File: src/hdl/cbts_pkg.sv
package cbts_pkg;

    localparam int unsigned CLK_W  = 27;
    localparam int unsigned RATE_W = 20;
    localparam int unsigned WORD_W = 15;
    localparam int unsigned DIV_W  = 4;
    localparam int unsigned QIDX_W = 5;
    localparam int unsigned REST_W = 4;
    localparam int unsigned QD_W   = 10;
    localparam int unsigned PROD_W = 14;
    localparam int unsigned CNT_W  = 5;
    localparam int unsigned ADDR_W = 3;
    localparam int unsigned DATA_W = 32;

    localparam logic [CLK_W-1:0]  CLK_RESET      = 27'd48000000;
    localparam logic [DIV_W-1:0]  DIV_LAST       = 4'd15;
    localparam logic [QIDX_W-1:0] QIDX_LAST      = 5'd31;
    localparam logic [REST_W-1:0] REST_LAST      = 4'd14;
    localparam logic [CNT_W-1:0]  DIV_STEP_LAST  = 5'd26;
    localparam logic [ADDR_W-1:0] ADDR_CLK_HZ    = 3'd0;

    typedef struct packed {
        logic load;
        logic div_step;
        logic srch_init;
        logic srch_step;
        logic hold;
        logic out_load;
    } t_dp_cmd;

    typedef struct packed {
        logic match;
        logic last;
    } t_dp_sts;

    function automatic logic [WORD_W-1:0] pack_word(input logic [QIDX_W-1:0] qidx,
                                                    input logic [REST_W-1:0] rest);
        logic [2:0] seg1;
        logic [REST_W-1:0] seg2;
        logic [1:0] sjw;
        seg1 = rest[3:1];
        seg2 = rest - {1'b0, seg1};
        sjw  = (seg1 > 3'd3) ? 2'd3 : seg1[1:0];
        return {seg2[2:0], 1'b0, seg1, sjw, 1'b0, qidx};
    endfunction

endpackage

File: src/hdl/cbts_dp.sv
module cbts_dp (
    input  logic                        i_clk,
    input  logic [cbts_pkg::CLK_W-1:0]  i_clk_hz,
    input  logic [cbts_pkg::RATE_W-1:0] i_bit_rate,
    input  cbts_pkg::t_dp_cmd           i_cmd,
    output cbts_pkg::t_dp_sts           o_sts,
    output logic                        o_found,
    output logic [cbts_pkg::DIV_W-1:0]  o_prescaler_div,
    output logic [cbts_pkg::WORD_W-1:0] o_timing_word
);
    import cbts_pkg::*;

    logic [RATE_W-1:0] r_dvsr;
    logic [RATE_W-1:0] r_rem;
    logic [CLK_W-1:0]  r_quo;
    logic [DIV_W-1:0]  r_d;
    logic [QIDX_W-1:0] r_q;
    logic [REST_W-1:0] r_rest;
    logic [QD_W-1:0]   r_qd;
    logic [PROD_W-1:0] r_p;
    logic              r_hit;
    logic [DIV_W-1:0]  r_hit_div;
    logic [WORD_W-1:0] r_hit_word;
    logic              r_found;
    logic [DIV_W-1:0]  r_pdiv;
    logic [WORD_W-1:0] r_word;

    logic [RATE_W:0]   rem_sh;
    logic [RATE_W:0]   rem_diff;
    logic              ge;
    logic [QD_W-1:0]   n_qd;
    logic [QD_W-1:0]   d_plus;
    logic [PROD_W-1:0] n_p;

    assign rem_sh   = {r_rem, r_quo[CLK_W-1]};
    assign ge       = rem_sh >= {1'b0, r_dvsr};
    assign rem_diff = rem_sh - {1'b0, r_dvsr};

    assign d_plus = {{(QD_W-DIV_W){1'b0}}, r_d} + QD_W'(1);

    always_comb begin
        n_qd = r_qd;
        n_p  = r_p + {{(PROD_W-QD_W){1'b0}}, r_qd};
        if (r_rest == REST_LAST) begin
            if (r_q != QIDX_LAST) begin
                n_qd = r_qd + d_plus;
            end else begin
                n_qd = d_plus + QD_W'(1);
            end
            n_p = {{(PROD_W-QD_W){1'b0}}, n_qd} + {{(PROD_W-QD_W-1){1'b0}}, n_qd, 1'b0};
        end
    end

    assign o_sts.match = {{(CLK_W-PROD_W){1'b0}}, r_p} == r_quo;
    assign o_sts.last  = (r_d == DIV_LAST) && (r_q == QIDX_LAST) && (r_rest == REST_LAST);

    always_ff @(posedge i_clk) begin
        if (i_cmd.load) begin
            r_dvsr <= i_bit_rate;
            r_rem  <= '0;
            r_quo  <= i_clk_hz;
        end else if (i_cmd.div_step) begin
            r_rem <= ge ? rem_diff[RATE_W-1:0] : rem_sh[RATE_W-1:0];
            r_quo <= {r_quo[CLK_W-2:0], ge};
        end

        if (i_cmd.srch_init) begin
            r_d    <= '0;
            r_q    <= '0;
            r_rest <= '0;
            r_qd   <= QD_W'(1);
            r_p    <= PROD_W'(3);
        end else if (i_cmd.srch_step) begin
            r_qd <= n_qd;
            r_p  <= n_p;
            if (r_rest != REST_LAST) begin
                r_rest <= r_rest + REST_W'(1);
            end else begin
                r_rest <= '0;
                r_q    <= r_q + QIDX_W'(1);
                if (r_q == QIDX_LAST) begin
                    r_d <= r_d + DIV_W'(1);
                end
            end
        end

        if (i_cmd.hold) begin
            r_hit      <= o_sts.match;
            r_hit_div  <= o_sts.match ? r_d : '0;
            r_hit_word <= o_sts.match ? pack_word(r_q, r_rest) : '0;
        end

        if (i_cmd.out_load) begin
            r_found <= r_hit;
            r_pdiv  <= r_hit_div;
            r_word  <= r_hit_word;
        end
    end

    assign o_found         = r_found;
    assign o_prescaler_div = r_pdiv;
    assign o_timing_word   = r_word;

endmodule

File: src/hdl/cbts_ctrl.sv
module cbts_ctrl (
    input  logic              i_clk,
    input  logic              i_rst_n,
    input  logic              i_in_valid,
    output logic              o_in_ready,
    output logic              o_out_valid,
    input  logic              i_out_ready,
    input  cbts_pkg::t_dp_sts i_sts,
    output cbts_pkg::t_dp_cmd o_cmd
);
    import cbts_pkg::*;

    localparam logic [1:0] ST_IDLE   = 2'd0;
    localparam logic [1:0] ST_DIV    = 2'd1;
    localparam logic [1:0] ST_SEARCH = 2'd2;
    localparam logic [1:0] ST_FINISH = 2'd3;

    logic [1:0]       r_state;
    logic [1:0]       n_state;
    logic [CNT_W-1:0] r_cnt;
    logic [CNT_W-1:0] n_cnt;
    logic             r_out_valid;
    logic             n_out_valid;
    t_dp_cmd          cmd;

    always_comb begin
        n_state = r_state;
        n_cnt   = r_cnt;
        cmd     = '0;
        case (r_state)
            ST_IDLE: begin
                if (i_in_valid) begin
                    cmd.load = 1'b1;
                    n_cnt    = '0;
                    n_state  = ST_DIV;
                end
            end
            ST_DIV: begin
                cmd.div_step = 1'b1;
                n_cnt        = r_cnt + CNT_W'(1);
                if (r_cnt == DIV_STEP_LAST) begin
                    cmd.srch_init = 1'b1;
                    n_state       = ST_SEARCH;
                end
            end
            ST_SEARCH: begin
                if (i_sts.match || i_sts.last) begin
                    cmd.hold = 1'b1;
                    n_state  = ST_FINISH;
                end else begin
                    cmd.srch_step = 1'b1;
                end
            end
            ST_FINISH: begin
                if (!r_out_valid || i_out_ready) begin
                    cmd.out_load = 1'b1;
                    n_state      = ST_IDLE;
                end
            end
            default: begin
                n_state = ST_IDLE;
            end
        endcase
    end

    always_comb begin
        n_out_valid = r_out_valid;
        if (cmd.out_load) begin
            n_out_valid = 1'b1;
        end else if (i_out_ready) begin
            n_out_valid = 1'b0;
        end
    end

    always_ff @(posedge i_clk) begin
        if (!i_rst_n) begin
            r_state     <= ST_IDLE;
            r_cnt       <= '0;
            r_out_valid <= 1'b0;
        end else begin
            r_state     <= n_state;
            r_cnt       <= n_cnt;
            r_out_valid <= n_out_valid;
        end
    end

    assign o_in_ready  = (r_state == ST_IDLE);
    assign o_out_valid = r_out_valid;
    assign o_cmd       = cmd;

endmodule

File: src/hdl/can_bit_timing_search_top.sv
// each item passes through the division, a search over n combinations and a finish step,
// n = combinations tried (1 to 7680, divider 0..15 x quanta 1..32 x segments 3..17),
// before the result is valid
// one item at a time: the next item is accepted only once the last one is finished, later if a result waits
// a finished result waits in the output register while the next item is accepted
// reset: synchronous active low, clears control state and sets module clock to 48 MHz
module can_bit_timing_search_top (
    input  logic                        i_clk,
    input  logic                        i_rst_n,
    input  logic                        psel,
    input  logic                        penable,
    input  logic                        pwrite,
    input  logic [cbts_pkg::ADDR_W-1:0] paddr,
    input  logic [cbts_pkg::DATA_W-1:0] pwdata,
    output logic [cbts_pkg::DATA_W-1:0] prdata,
    output logic                        pready,
    input  logic                        i_in_valid,
    output logic                        o_in_ready,
    input  logic [cbts_pkg::RATE_W-1:0] i_bit_rate,
    output logic                        o_out_valid,
    input  logic                        i_out_ready,
    output logic                        o_found,
    output logic [cbts_pkg::DIV_W-1:0]  o_prescaler_div,
    output logic [cbts_pkg::WORD_W-1:0] o_timing_word
);
    import cbts_pkg::*;

    logic [CLK_W-1:0] r_clk_hz;
    t_dp_cmd          cmd;
    t_dp_sts          sts;
    logic             reg_sel;

    assign reg_sel = (paddr == ADDR_CLK_HZ);
    assign pready  = 1'b1;
    assign prdata  = reg_sel ? {{(DATA_W-CLK_W){1'b0}}, r_clk_hz} : '0;

    always_ff @(posedge i_clk) begin
        if (!i_rst_n) begin
            r_clk_hz <= CLK_RESET;
        end else if (psel && penable && pwrite && pready && !paddr[2]) begin
            r_clk_hz <= pwdata[CLK_W-1:0];
        end
    end

    cbts_ctrl u_ctrl (
        .i_clk       (i_clk),
        .i_rst_n     (i_rst_n),
        .i_in_valid  (i_in_valid),
        .o_in_ready  (o_in_ready),
        .o_out_valid (o_out_valid),
        .i_out_ready (i_out_ready),
        .i_sts       (sts),
        .o_cmd       (cmd)
    );

    cbts_dp u_dp (
        .i_clk           (i_clk),
        .i_clk_hz        (r_clk_hz),
        .i_bit_rate      (i_bit_rate),
        .i_cmd           (cmd),
        .o_sts           (sts),
        .o_found         (o_found),
        .o_prescaler_div (o_prescaler_div),
        .o_timing_word   (o_timing_word)
    );

endmodule

File: config.mk
export PLATFORM = sky130hd
export DESIGN_NAME = can_bit_timing_search_top
export DESIGN_NICKNAME = d
export VERILOG_FILES = /design/src/hdl/cbts_pkg.sv /design/src/hdl/cbts_dp.sv /design/src/hdl/cbts_ctrl.sv /design/src/hdl/can_bit_timing_search_top.sv
export SDC_FILE = /design/constraint.sdc
export NUM_CORES = 1
export LEC_CHECK = 0
export BUFFER_PORTS_ARGS = -buffer_cell sky130_fd_sc_hd__clkbuf_2
export CAP_MARGIN = 5
export CORE_MARGIN = 3
export CORE_UTILIZATION = 59
export CTS_BUF_LIST = sky130_fd_sc_hd__clkbuf_16
export DETAILED_ROUTE_END_ITERATION = 7
export GPL_TIMING_DRIVEN = 0
export PLACE_DENSITY = 0.86
export SETUP_SLACK_MARGIN = 0.15
export SYNTH_ARGS = -nofsm -noshare
export SYNTH_HDL_FRONTEND = slang
export SYNTH_HIERARCHICAL = 1
export SYNTH_SLANG_ARGS = --single-unit
File: constraint.sdc
create_clock -name i_clk -period 5.4 [get_ports i_clk]
set_clock_uncertainty 0.2 [all_clocks]
set_input_delay 1.35 -clock i_clk [delete_from_list [all_inputs] [get_ports i_clk]]
set_output_delay 1.35 -clock i_clk [all_outputs]
set_load 0.01 [all_outputs]
==> results.md, run 1 <==
* Post-synthesis adder-cell area fraction at 8.97%
* Clk sinks at 175
* Initial drt markers at 634
* Final setup margin at 0.851 ns
* Port bufs at 102
* Ports at 117
* Setup TNS at 0 ns
* Post-route ant nets at 0
* Total gr overflow at 0
* Dpl ws at 0.866 ns
* Starting Density at 60.3%
* Latest clock arrival within the worst-skew pair at 0.43 ns
* Largest net degree at the start of global routing at 28
* Crit. End Element: register
* Vias in the first global route at 7573
* Core Region at 16600 µm²
* Diode count at 0
* RSZ-0062 raised after global routing: false
* Vias at 8023
* Crit share post-route at 84.2%
* Sw Ratio at 39.0%
* PwrDens at 490 nW/µm²
* Fillcell total at 1225
* Reg2reg path depth at 16
* Logic pwr share at 42.5%
* DP Area at 10800 µm²
* Hold Path Class: register to register
* Final Hold Viols at 0
* Clk slew on worst S/H paths at 0.07 ns
* DRT Wirelength at 22.9 mm
* Largest family of logic cells by synthesized area: simple AND/OR/NAND/NOR gates
* Final setup vio count at 0
* Initial antenna violation count at 0
* CP arrival at 4.67 ns
* First-pass GRT wire length at 37.4 mm
* Share of cells above drive strength 1 at 17.9%
* Lkg Pwr at 4.81 nW
* Critical path fanouts, max at 6
* Synth Area in Compound Gates at 13.4%
* Hold Crit Start: u_dp/r_hit_word[6]$_SDFFCE_PN0P_
* Yosys Warn Count at 6
* Worst Setup Path Type: register to register
* Final slew viol count at 0
* Max VDD drop at 284 µV
* Max-cap violations at 0
* Finished Layout Cells at 1380
* Post-DR wirelength/cell at 16.6 µm
* Total CTS buffers at 17
* Placed cell count at 1348
* Worst slew pin tran at 0.977 ns
* R2r endpoint: u_dp/r_p[10]$_SDFFE_PP0P_
* Distinct cells, synth at 77
* Global Route Usage Sum at 25.2%
* Die Y-Extent at 136 µm
* CTS max path bufs at 2
* Hold depth at 0
* Reg2Reg Setup Slack at 0.85 ns
* Seq cells post-synth at 175
* Drt first pass iters at 5
* Period minus WS final at 4.55 ns
* Cells after synthesis at 1021
* Reg2reg start: u_dp/r_d[0]$_SDFFE_PP0P_
* Hold Slack at 0.225 ns
* Mean Syn Cell Area at 9.83 µm²
* Die outline width at 136 µm
* WHS Endpoint: u_dp/o_timing_word[6]$_DFFE_PP_
* Asr flop ratio synth at 0%
* Reg power frac at 35.8%
* P_int at 3.42 mW
* Final core occ at 68.6%
* Post-CTS Hold Buffers at 0
* Post-synthesis xor/xnor area fraction at 4.71%
* Num rows at 47
* Worst path required time at 5.52 ns
* Slew HR at 34.9%
* Power, Total at 5.60 mW
* # DRC at 0
* Post-CTS Repair Setup Buffers at 0
* Final net count at 1278
* Register area share after synthesis at 43.2%
* Setup crit start kind: register
* # resized after CTS at 0
* Post-synth EDFFs at 83
* Die area at 18600 µm²
* Top FF cell, synth: dfxtp_1
* Run status: finished clean
* Post-synthesis mux area share at 6.22%
* Fin area at 11400 µm²
* H-Tree Depth at 4
* Clock power frac at 21.7%
* CTS tree: yes
* Simple-gate share of the synthesized area at 18.4%
* Area Growth Syn to Fin at 13.7%
* Via density at 5.81
* Fmax achieved at 220 MHz
* Routability cong. at 0.955
* Clk root buf: clkbuf_16
* Net Sw Power at 2.18 mW
* DP HPWL at 16.7 mm
* Mapped Area at 10000 µm²
[registers in the layout, summed over array words and instances, names as in the netlist, 2 cells and up]
signal	flops
u_dp/r_dvsr	20
u_dp/r_quo	27
u_dp/r_rem	20
u_dp/r_qd	10
u_dp/r_d	4
r_clk_hz	27
u_dp/r_hit_div	4
u_dp/o_prescaler_div	4
u_ctrl/r_cnt	5
u_dp/r_rest	4
u_dp/r_p	14
u_dp/o_timing_word	13
u_dp/r_q	5
u_ctrl/r_state	2
u_dp/r_hit_word	13
[cells in the final DEF (no fill, tap or decap), types with 8 or more instances in the layout]
master	count
nand2_1	111
clkbuf_2	102
dfxtp_1	92
nor2_1	83
edfxtp_1	83
ha_1	64
inv_1	53
a21oi_1	43
and2_1	41
nor2b_1	34
mux2i_1	32
clkbuf_1	30
xor2_1	30
mux2_2	27
o21ai_0	24
xnor2_1	24
nor3_1	23
clkbuf_16	17
a311oi_1	17
nand3_1	16
a21o_1	15
nor4_1	11
buf_4	9
o21a_1	9
or3_1	9
conb_1	8
a211oi_1	8
[power by group through the flow]
stage                     Sequential [mW]  Combinational [mW]  Clock, mW
after floorplan                      1.95                1.84          0
after global placement               2.01                2.25          0
after detailed placement             2.02                2.31          0
after CTS                            2.00                2.35       1.23
after global routing                 2.04                2.63       1.29
final                                2.01                2.38       1.21
[worst max path at each step]
| stage | depth (start not counted) | from | end | slack, ns |
|---|---|---|---|---|
| 2_1_floorplan | 16 | u_dp/r_d[0]$_SDFFE_PP0P_ | u_dp/r_p[10]$_SDFFE_PP0P_ | 1.47 |
| 3_3_place_gp | 16 | u_dp/r_d[0]$_SDFFE_PP0P_ | u_dp/r_p[10]$_SDFFE_PP0P_ | 1.03 |
| 3_5_place_dp | 16 | u_dp/r_d[0]$_SDFFE_PP0P_ | u_dp/r_p[10]$_SDFFE_PP0P_ | 0.87 |
| 4_1_cts | 16 | u_dp/r_d[0]$_SDFFE_PP0P_ | u_dp/r_p[10]$_SDFFE_PP0P_ | 0.85 |
| 5_1_grt | 16 | u_dp/r_d[0]$_SDFFE_PP0P_ | u_dp/r_p[10]$_SDFFE_PP0P_ | 0.52 |
| 6_report | 16 | u_dp/r_d[0]$_SDFFE_PP0P_ | u_dp/r_p[10]$_SDFFE_PP0P_ | 0.85 |
[cells in the mapped netlist, types with 11 or more instances]
cell / instances / area (µm²)
a21o_1: 15 / 113
a21oi_1: 43 / 215
a311oi_1: 17 / 149
and2_1: 41 / 257
clkbuf_1: 30 / 113
dfxtp_1: 92 / 1840
edfxtp_1: 83 / 2490
ha_1: 64 / 801
inv_1: 52 / 195
mux2_2: 27 / 304
mux2i_1: 32 / 320
nand2_1: 111 / 417
nand3_1: 16 / 80.1
nor2_1: 83 / 312
nor2b_1: 34 / 213
nor3_1: 23 / 115
nor4_1: 11 / 68.8
o21ai_0: 24 / 120
xnor2_1: 24 / 210
xor2_1: 30 / 263
[cells by family (layout without fill, tap and decap cells)]
group | Yosys count | count (layout)
other cells | 3 | 8
buf+inv | 109 | 243
compound gates | 186 | 186
flops | 175 | 175
mux | 59 | 59
simple gates | 366 | 366
xor+xnor | 54 | 54
fa+ha+maj | 69 | 69
[cell type report]
| type | instances | area (µm²) | area share [%] |
|---|---|---|---|
| Buffer | 56 | 302 | 2.64 |
| Clock buffer | 17 | 425 | 3.73 |
| Clock inverter | 15 | 149 | 1.30 |
| Inverter | 53 | 199 | 1.74 |
| Multi-Input combinational cell | 742 | 5220 | 45.7 |
| Sequential cell | 175 | 4330 | 38.0 |
| Tap cell | 220 | 275 | 2.41 |
| Timing Repair Buffer | 102 | 510 | 4.47 |
[per-layer routing]
| metal | vias up | wire length [µm] | track usage [%] |
|---|---|---|---|
| met3 | 49 | 1720 | 4.81 |
| met4 | 0 | 586 | 9.29 |
| met2 | 333 | 10600 | 40.2 |
| met1 | 3781 | 9970 | 34.3 |
| li1 | 3860 | - | - |
| met5 | - | 0 | 0 |
[critical path: stages, from the launching register on]
cell	delay (ns)
dfxtp_1	0.46
inv_1	0.18
ha_1	0.40
fa_1	0.45
xor2_1	0.15
nor2_1	0.06
a21oi_1	0.30
inv_1	0.11
ha_1	0.31
a21o_1	0.18
a21oi_1	0.21
o21ai_0	0.15
a2111o_1	0.41
o311ai_0	0.17
o21ai_0	0.23
xnor2_1	0.20
o41ai_1	0.28
Power figures use the tool's default switching activity.
==> inputs of run 2 (changes only) <==
--- a/config.mk
+++ b/config.mk
@@ -8,11 +8,11 @@
 export BUFFER_PORTS_ARGS = -buffer_cell sky130_fd_sc_hd__clkbuf_2
 export CAP_MARGIN = 5
 export CORE_MARGIN = 3
-export CORE_UTILIZATION = 59
+export CORE_UTILIZATION = 54
 export CTS_BUF_LIST = sky130_fd_sc_hd__clkbuf_16
 export DETAILED_ROUTE_END_ITERATION = 7
 export GPL_TIMING_DRIVEN = 0
-export PLACE_DENSITY = 0.86
+export PLACE_DENSITY = 0.83
 export SETUP_SLACK_MARGIN = 0.15
 export SYNTH_ARGS = -nofsm -noshare
 export SYNTH_HDL_FRONTEND = slang
==> constraint.sdc (replaced) <==
create_clock -name i_clk -period 3.9 [get_ports i_clk]
set_clock_uncertainty 0.2 [all_clocks]
set_input_delay 0.975 -clock i_clk [delete_from_list [all_inputs] [get_ports i_clk]]
set_output_delay 0.975 -clock i_clk [all_outputs]
set_load 0.01 [all_outputs]
==> results.md, run 2 (synthesis gave the netlist of run 1 again) <==
* H-Tree Depth at 4
* # DRC at 0
* Num rows at 49
* Sw Ratio at 39.4%
* Starting Density at 55.5%
* DRT Wirelength at 24.7 mm
* Post-DR wirelength/cell at 17.5 µm
* Clk slew on worst S/H paths at 0.07 ns
* Global Route Usage Sum at 23.3%
* Final setup vio count at 0
* Vias at 8180
* Worst path required time at 4.04 ns
* Setup TNS at 0 ns
* Routability cong. at 0.924
* Placed cell count at 1357
* DP Area at 10900 µm²
* Core Region at 18100 µm²
* Die area at 20300 µm²
* Setup crit start kind: register
* Initial antenna violation count at 0
* Initial drt markers at 720
* Die outline width at 142 µm
* CTS tree: yes
* Most common cell after layout, fill and taps aside: nand2_1
* Die Y-Extent at 142 µm
* Run status: finished clean
* Total CTS buffers at 17
* Dpl ws at -0.341 ns
* Hold Crit Start: u_dp/r_hit_word[1]$_SDFFCE_PN0P_
* Slew HR at 52.2%
* Ports at 117
* Power, Total at 8.00 mW
* Total gr overflow at 0
* Diode count at 0
* Finished Layout Cells at 1414
* Final core occ at 66.3%
* Buf+Inv Stages, Crit Path at 2
* Reg2reg start: u_dp/r_d[1]$_SDFFE_PP0P_
* Drt first pass iters at 5
* Post-route ant nets at 0
* CP arrival at 3.94 ns
* PwrDens at 667 nW/µm²
* CTS max path bufs at 2
* Port bufs at 102
* WHS Endpoint: u_dp/o_timing_word[1]$_DFFE_PP_
* Final slew viol count at 0
* CP delay by family, top: compound AO/OA/AOI/OAI gates
* Fillcell total at 1348
* Crit share post-route at 97.5%
* RSZ-0062 raised after global routing: true
* Logic pwr share at 43.7%
* Lkg Pwr at 4.96 nW
* Final setup margin at 0.0979 ns
* First-pass GRT wire length at 38.2 mm
* Worst Setup Path Type: register to register
* Period minus WS final at 3.80 ns
* Reg2reg path depth at 19
* Clk root buf: clkbuf_16
* Net Sw Power at 3.15 mW
* Max stage delay on crit path at 0.45 ns
* Via density at 5.79
* Clock power frac at 21.5%
* Crit-path slowest cell: a2111o_1
* Hold Path Class: register to register
* P_int at 4.84 mW
* Area Growth Syn to Fin at 19.4%
* Most frequent cells in the layout: nand2_1 (111), clkbuf_2 (104), dfxtp_1 (88)
* Largest net degree at the start of global routing at 28
* Final Hold Viols at 0
* Vias in the first global route at 7755
* Fmax achieved at 263 MHz
* Hold depth at 0
* Crit. End Element: register
* Clk sinks at 175
* Latest clock arrival within the worst-skew pair at 0.44 ns
* Biggest regs: r_clk_hz x27, u_dp/r_quo x27
* Max-cap violations at 0
* Reg2Reg Setup Slack at 0.1 ns
* Hold Slack at 0.218 ns
* Max VDD drop at 360 µV
* DP HPWL at 17.1 mm
* Fin area at 12000 µm²
* Crit path cell chain: ha_4, nand2_1, xnor2_2, buf_4, ha_4, nand2_1, o21ai_2, and2_4, nor2_1, nor2_1, a21oi_2, ha_4, inv_1, o21ai_2, a2111o_1, o311ai_4, xnor2_1, nand2_1, a311oi_1
* Critical path fanouts, max at 5
* Share of cells above drive strength 1 at 23.9%
* Post-CTS Hold Buffers at 0
* Reg power frac at 34.8%
* Worst slew pin tran at 0.718 ns
* Final net count at 1303
* R2r endpoint: u_dp/r_p[8]$_SDFFE_PP0P_
==> run 2: cell types whose count changed in the layout (fill, tap and decap cells not counted), moves of 3 or more <==
| cell | previous run | this run |
|---|---|---|
| o21ai_2 | 0 | 4 |
| a21oi_2 | 1 | 8 |
| clkbuf_1 | 30 | 27 |
| ha_1 | 64 | 54 |
| o21ai_0 | 24 | 18 |
| ha_4 | 0 | 9 |
| dfxtp_4 | 0 | 3 |
| inv_1 | 53 | 50 |
| dfxtp_1 | 92 | 88 |
| a21oi_1 | 43 | 34 |
| buf_4 | 9 | 34 |
| nor2_2 | 1 | 4 |
| nor2_1 | 83 | 78 |
==> run 2: final cells by class <==
| type | instances | area, µm² | share of cell area, % |
|---|---|---|---|
| Buffer | 56 | 312 | 2.60 |
| Clock buffer | 17 | 425 | 3.55 |
| Clock inverter | 15 | 174 | 1.45 |
| Inverter | 53 | 206 | 1.72 |
| Multi-Input combinational cell | 742 | 5540 | 46.2 |
| Sequential cell | 175 | 4350 | 36.3 |
| Tap cell | 229 | 287 | 2.39 |
| Timing Repair Buffer | 127 | 698 | 5.83 |
==> run 2: what timing repair did <==
item | 4_1_cts | 5_1_grt
setup buffers | 13 | 12
cloned | 0 | 0
endpoints found under the hold margin | 0 | 0
pin swaps | 15 | 31
setup endpoints to repair | 8 | 52
resized for setup | 39 | 42
==> run 2: worst max path at each step <==
stage	slack, ns	end	from	depth (start not counted)
final	0.1	u_dp/r_p[8]$_SDFFE_PP0P_	u_dp/r_d[1]$_SDFFE_PP0P_	19
after global routing	-0.05	u_dp/r_p[10]$_SDFFE_PP0P_	u_dp/r_d[1]$_SDFFE_PP0P_	19
after CTS	0.15	u_dp/r_p[10]$_SDFFE_PP0P_	u_dp/r_d[1]$_SDFFE_PP0P_	16
after detailed placement	-0.34	u_dp/r_p[10]$_SDFFE_PP0P_	u_dp/r_d[0]$_SDFFE_PP0P_	17
after global placement	-0.24	u_dp/r_p[8]$_SDFFE_PP0P_	u_dp/r_d[0]$_SDFFE_PP0P_	17
after floorplan	0.16	u_dp/r_p[10]$_SDFFE_PP0P_	u_dp/r_d[0]$_SDFFE_PP0P_	17
==> run 2: metal layers <==
layer / track usage (%) / share of wire (%)
met5: 0 / 0
met4: 7.50 / 2.7
met3: 4.64 / 6.6
met2: 37.8 / 47
met1: 31.7 / 44
==> run 2: power groups by stage <==
| stage | registers (mW) | logic, mW | clock network, mW |
|---|---|---|---|
| floorplan | 2.70 | 2.55 | 0 |
| finish | 2.78 | 3.49 | 1.72 |
| global route | 2.82 | 3.84 | 1.82 |
| detailed placement | 2.81 | 3.22 | 0 |
| CTS | 2.77 | 3.31 | 1.74 |
| global placement | 2.79 | 3.11 | 0 |
==> inputs of run 3 (changes only) <==
--- a/config.mk
+++ b/config.mk
@@ -5,6 +5,7 @@
 export SDC_FILE = /design/constraint.sdc
 export NUM_CORES = 1
 export LEC_CHECK = 0
+export ABC_AREA = 1
 export BUFFER_PORTS_ARGS = -buffer_cell sky130_fd_sc_hd__clkbuf_2
 export CAP_MARGIN = 5
 export CORE_MARGIN = 3
@@ -12,7 +13,7 @@
 export CTS_BUF_LIST = sky130_fd_sc_hd__clkbuf_16
 export DETAILED_ROUTE_END_ITERATION = 7
 export GPL_TIMING_DRIVEN = 0
-export PLACE_DENSITY = 0.83
+export PLACE_DENSITY = 0.82
 export SETUP_SLACK_MARGIN = 0.15
 export SYNTH_ARGS = -nofsm -noshare
 export SYNTH_HDL_FRONTEND = slang
==> results.md, run 3 <==
* Run status: finished clean
* Buf+Inv Stages, Crit Path at 2
* Post-route ant nets at 0
* Lkg Pwr at 5.94 nW
* Asr flop ratio synth at 0%
* Hold Path Class: register to register
* Drt first pass iters at 5
* Mapped Area at 10400 µm²
* Most frequent cells in the layout: nand2_1 (328), inv_1 (214), nor2_1 (142)
* CP arrival at 3.74 ns
* Seq cells post-synth at 175
* Final net count at 1631
* Crit share post-route at 92.3%
* Die area at 20900 µm²
* Total gr overflow at 0
* Diode count at 0
* Max stage delay on crit path at 0.39 ns
* Clk root buf: clkbuf_16
* Post-synthesis adder-cell area fraction at 8.67%
* Largest family of logic cells by synthesized area: simple AND/OR/NAND/NOR gates
* FF/Latch Area at 4340 µm²
* Die outline width at 145 µm
* Synth area leader: edfxtp_1
* Latest clock arrival within the worst-skew pair at 0.44 ns
* Via density at 5.23
* Fin area at 11900 µm²
* Distinct cells, synth at 51
* CP Depth at 20
* Total CTS buffers at 17
* Routability cong. at 0.959
* Reg2reg path depth at 20
* CP dominant cell by count: nand3_1
* RSZ-0062 raised after global routing: true
* DP Area at 11200 µm²
* PwrDens at 669 nW/µm²
* Top cells by area, synth: edfxtp_1 (24%), dfxtp_1 (18%), nand2_1 (12%), inv_1 (7.8%), ha_1 (7.7%)
* Yosys Warn Count at 6
* Power, Total at 7.95 mW
* Critical path fanouts, max at 5
* Final Hold Viols at 0
* Final setup vio count at 0
* Global Route Usage Sum at 23.1%
* CTS max path bufs at 2
* Port bufs at 103
* Post-synthesis mux area share at 0%
* Vias at 9129
* Starting Density at 55.3%
* Reg2Reg Setup Slack at 0.30 ns
* Reg2reg start: u_dp/r_d[1]$_SDFFE_PP0P_
* Final slew viol count at 0
* Multi-input gate area at 5030 µm²
* Biggest regs: r_clk_hz x27, u_dp/r_quo x27
* Post-synth EDFFs at 83
* Post-synthesis xor/xnor area fraction at 2.28%
* Top-count cell post-synth: nand2_1
* Worst slew pin tran at 0.868 ns
* H-Tree Depth at 4
* Crit. End Element: register
* Register area share after synthesis at 41.7%
* Worst Setup Path Type: register to register
* Clk sinks at 175
* Slew HR at 42.1%
* Num rows at 50
* Clk slew on worst S/H paths at 0.07 ns
* Mean Syn Cell Area at 7.59 µm²
* Crit-path slowest cell: dfxtp_2
* Post-CTS Hold Buffers at 0
* Crit path from: u_dp/r_d[1]$_SDFFE_PP0P_
* Fillcell total at 1586
* Max VDD drop at 411 µV
* Initial drt markers at 618
* Fmax achieved at 278 MHz
* DRT Wirelength at 23.8 mm
* Vias in the first global route at 8421
* First-pass GRT wire length at 38.7 mm
* R2r endpoint: u_dp/r_p[10]$_SDFFE_PP0P_
* DP HPWL at 17.8 mm
* Post-DR wirelength/cell at 13.6 µm
* Hold Slack at 0.220 ns
* Simple-gate share of the synthesized area at 28.0%
* Ports at 117
* Setup TNS at 0 ns
* CP delay by family, top: simple AND/OR/NAND/NOR gates
* Most common cell after layout, fill and taps aside: nand2_1
* Largest net degree at the start of global routing at 37
* Worst setup path endpoint: u_dp/r_p[10]$_SDFFE_PP0P_
* Max-cap violations at 0
* Worst path required time at 4.04 ns
* Die Y-Extent at 145 µm
* Setup crit start kind: register
* Synth top cells by count: nand2_1 (328), inv_1 (216), nor2_1 (143)
* Initial antenna violation count at 1
* Area Growth Syn to Fin at 14.5%
* Synth Area in Compound Gates at 8.45%
* Period minus WS final at 3.60 ns
* CTS tree: yes
* Top cell type's share of synthesized area at 24.0%
* Top FF cell, synth: dfxtp_1
* Crit path cell chain: ha_1, xor2_2, ha_2, or2_2, nand3_1, nand2_1, nand2_1, o21ai_1, nand3_1, inv_2, ha_1, nand2_1, nor2_1, nand3_1, nand3_1, nand4_1, nand3_1, nand3_1, nand2_1, inv_1
* Cells after synthesis at 1368
* Share of cells above drive strength 1 at 15.4%
* Core Region at 18800 µm²
* # DRC at 0
[run 3: worst min-delay path by stage]
stage	slack (ns)	from	cells past startpoint	to
CTS	0.22	u_dp/r_hit_word[0]$_SDFFCE_PN0P_	0	u_dp/o_timing_word[0]$_DFFE_PP_
floorplan	0.20	u_dp/r_hit$_DFFE_PP_	0	u_dp/o_found$_DFFE_PP_
global placement	0.20	u_dp/r_hit_div[3]$_SDFFCE_PN0P_	0	u_dp/o_prescaler_div[3]$_DFFE_PP_
finish	0.22	u_dp/r_hit_word[0]$_SDFFCE_PN0P_	0	u_dp/o_timing_word[0]$_DFFE_PP_
detailed placement	0.20	u_dp/r_hit_word[0]$_SDFFCE_PN0P_	0	u_dp/o_timing_word[0]$_DFFE_PP_
global route	0.22	u_dp/r_hit_word[0]$_SDFFCE_PN0P_	0	u_dp/o_timing_word[0]$_DFFE_PP_
[run 3: final cells by class]
class | instances | share of cell area, %
Clock buffer | 18 | 3.79
Tap cell | 234 | 2.46
Clock inverter | 14 | 0.915
Multi-Input combinational cell | 930 | 42.3
Sequential cell | 175 | 36.5
Inverter | 226 | 7.14
Buffer | 42 | 2.27
Timing Repair Buffer | 108 | 4.65
[run 3: repair_timing]
action	CTS	global route
pin swaps	0	3
gates resized for setup	4	26
endpoints found under the setup margin	6	24
gates cloned	0	0
buffers inserted	0	5
[run 3: per-stage QoR]
step,setup WS (ns),utilization [%],cells
floorplan,0.589,-,1373
global placement,-0.0545,59.7,1710
detailed placement,-0.128,59.7,1710
CTS,0.149,62.9,1742
global route,0.0106,63.4,1747
finish,0.301,63.4,1747
[run 3: cell families after synthesis]
logic type	count (synthesis)
XOR/XNOR	27
AND/OR/NAND/NOR	667
adder cells (fa/ha/maj)	69
AO/OA/AOI/OAI	159
buffers and inverters	268
other	3
flip-flops	175
[run 3: metal layers]
layer	vias up	wire length, µm	global-route usage, %
met3	51	1250	4.93
met4	2	559	8.39
met5	-	8	0
li1	4653	-	-
met1	4169	10700	30.0
met2	254	11300	38.4
[run 3: power by group]
group,internal (mW),switching [mW]
Clock,0.867,0.756
Combinational,1.32,2.25
Sequential,2.43,0.326
Total,4.62,3.34
[run 3: worst reg2reg max path: cells and delay by family, from the launching register on]
kind | cells | cell delay (ns)
flops | 1 | 0.39
fa+ha+maj | 3 | 0.93
buf+inv | 2 | 0.10
xor+xnor | 1 | 0.23
simple gates | 13 | 1.58
compound gates | 1 | 0.07
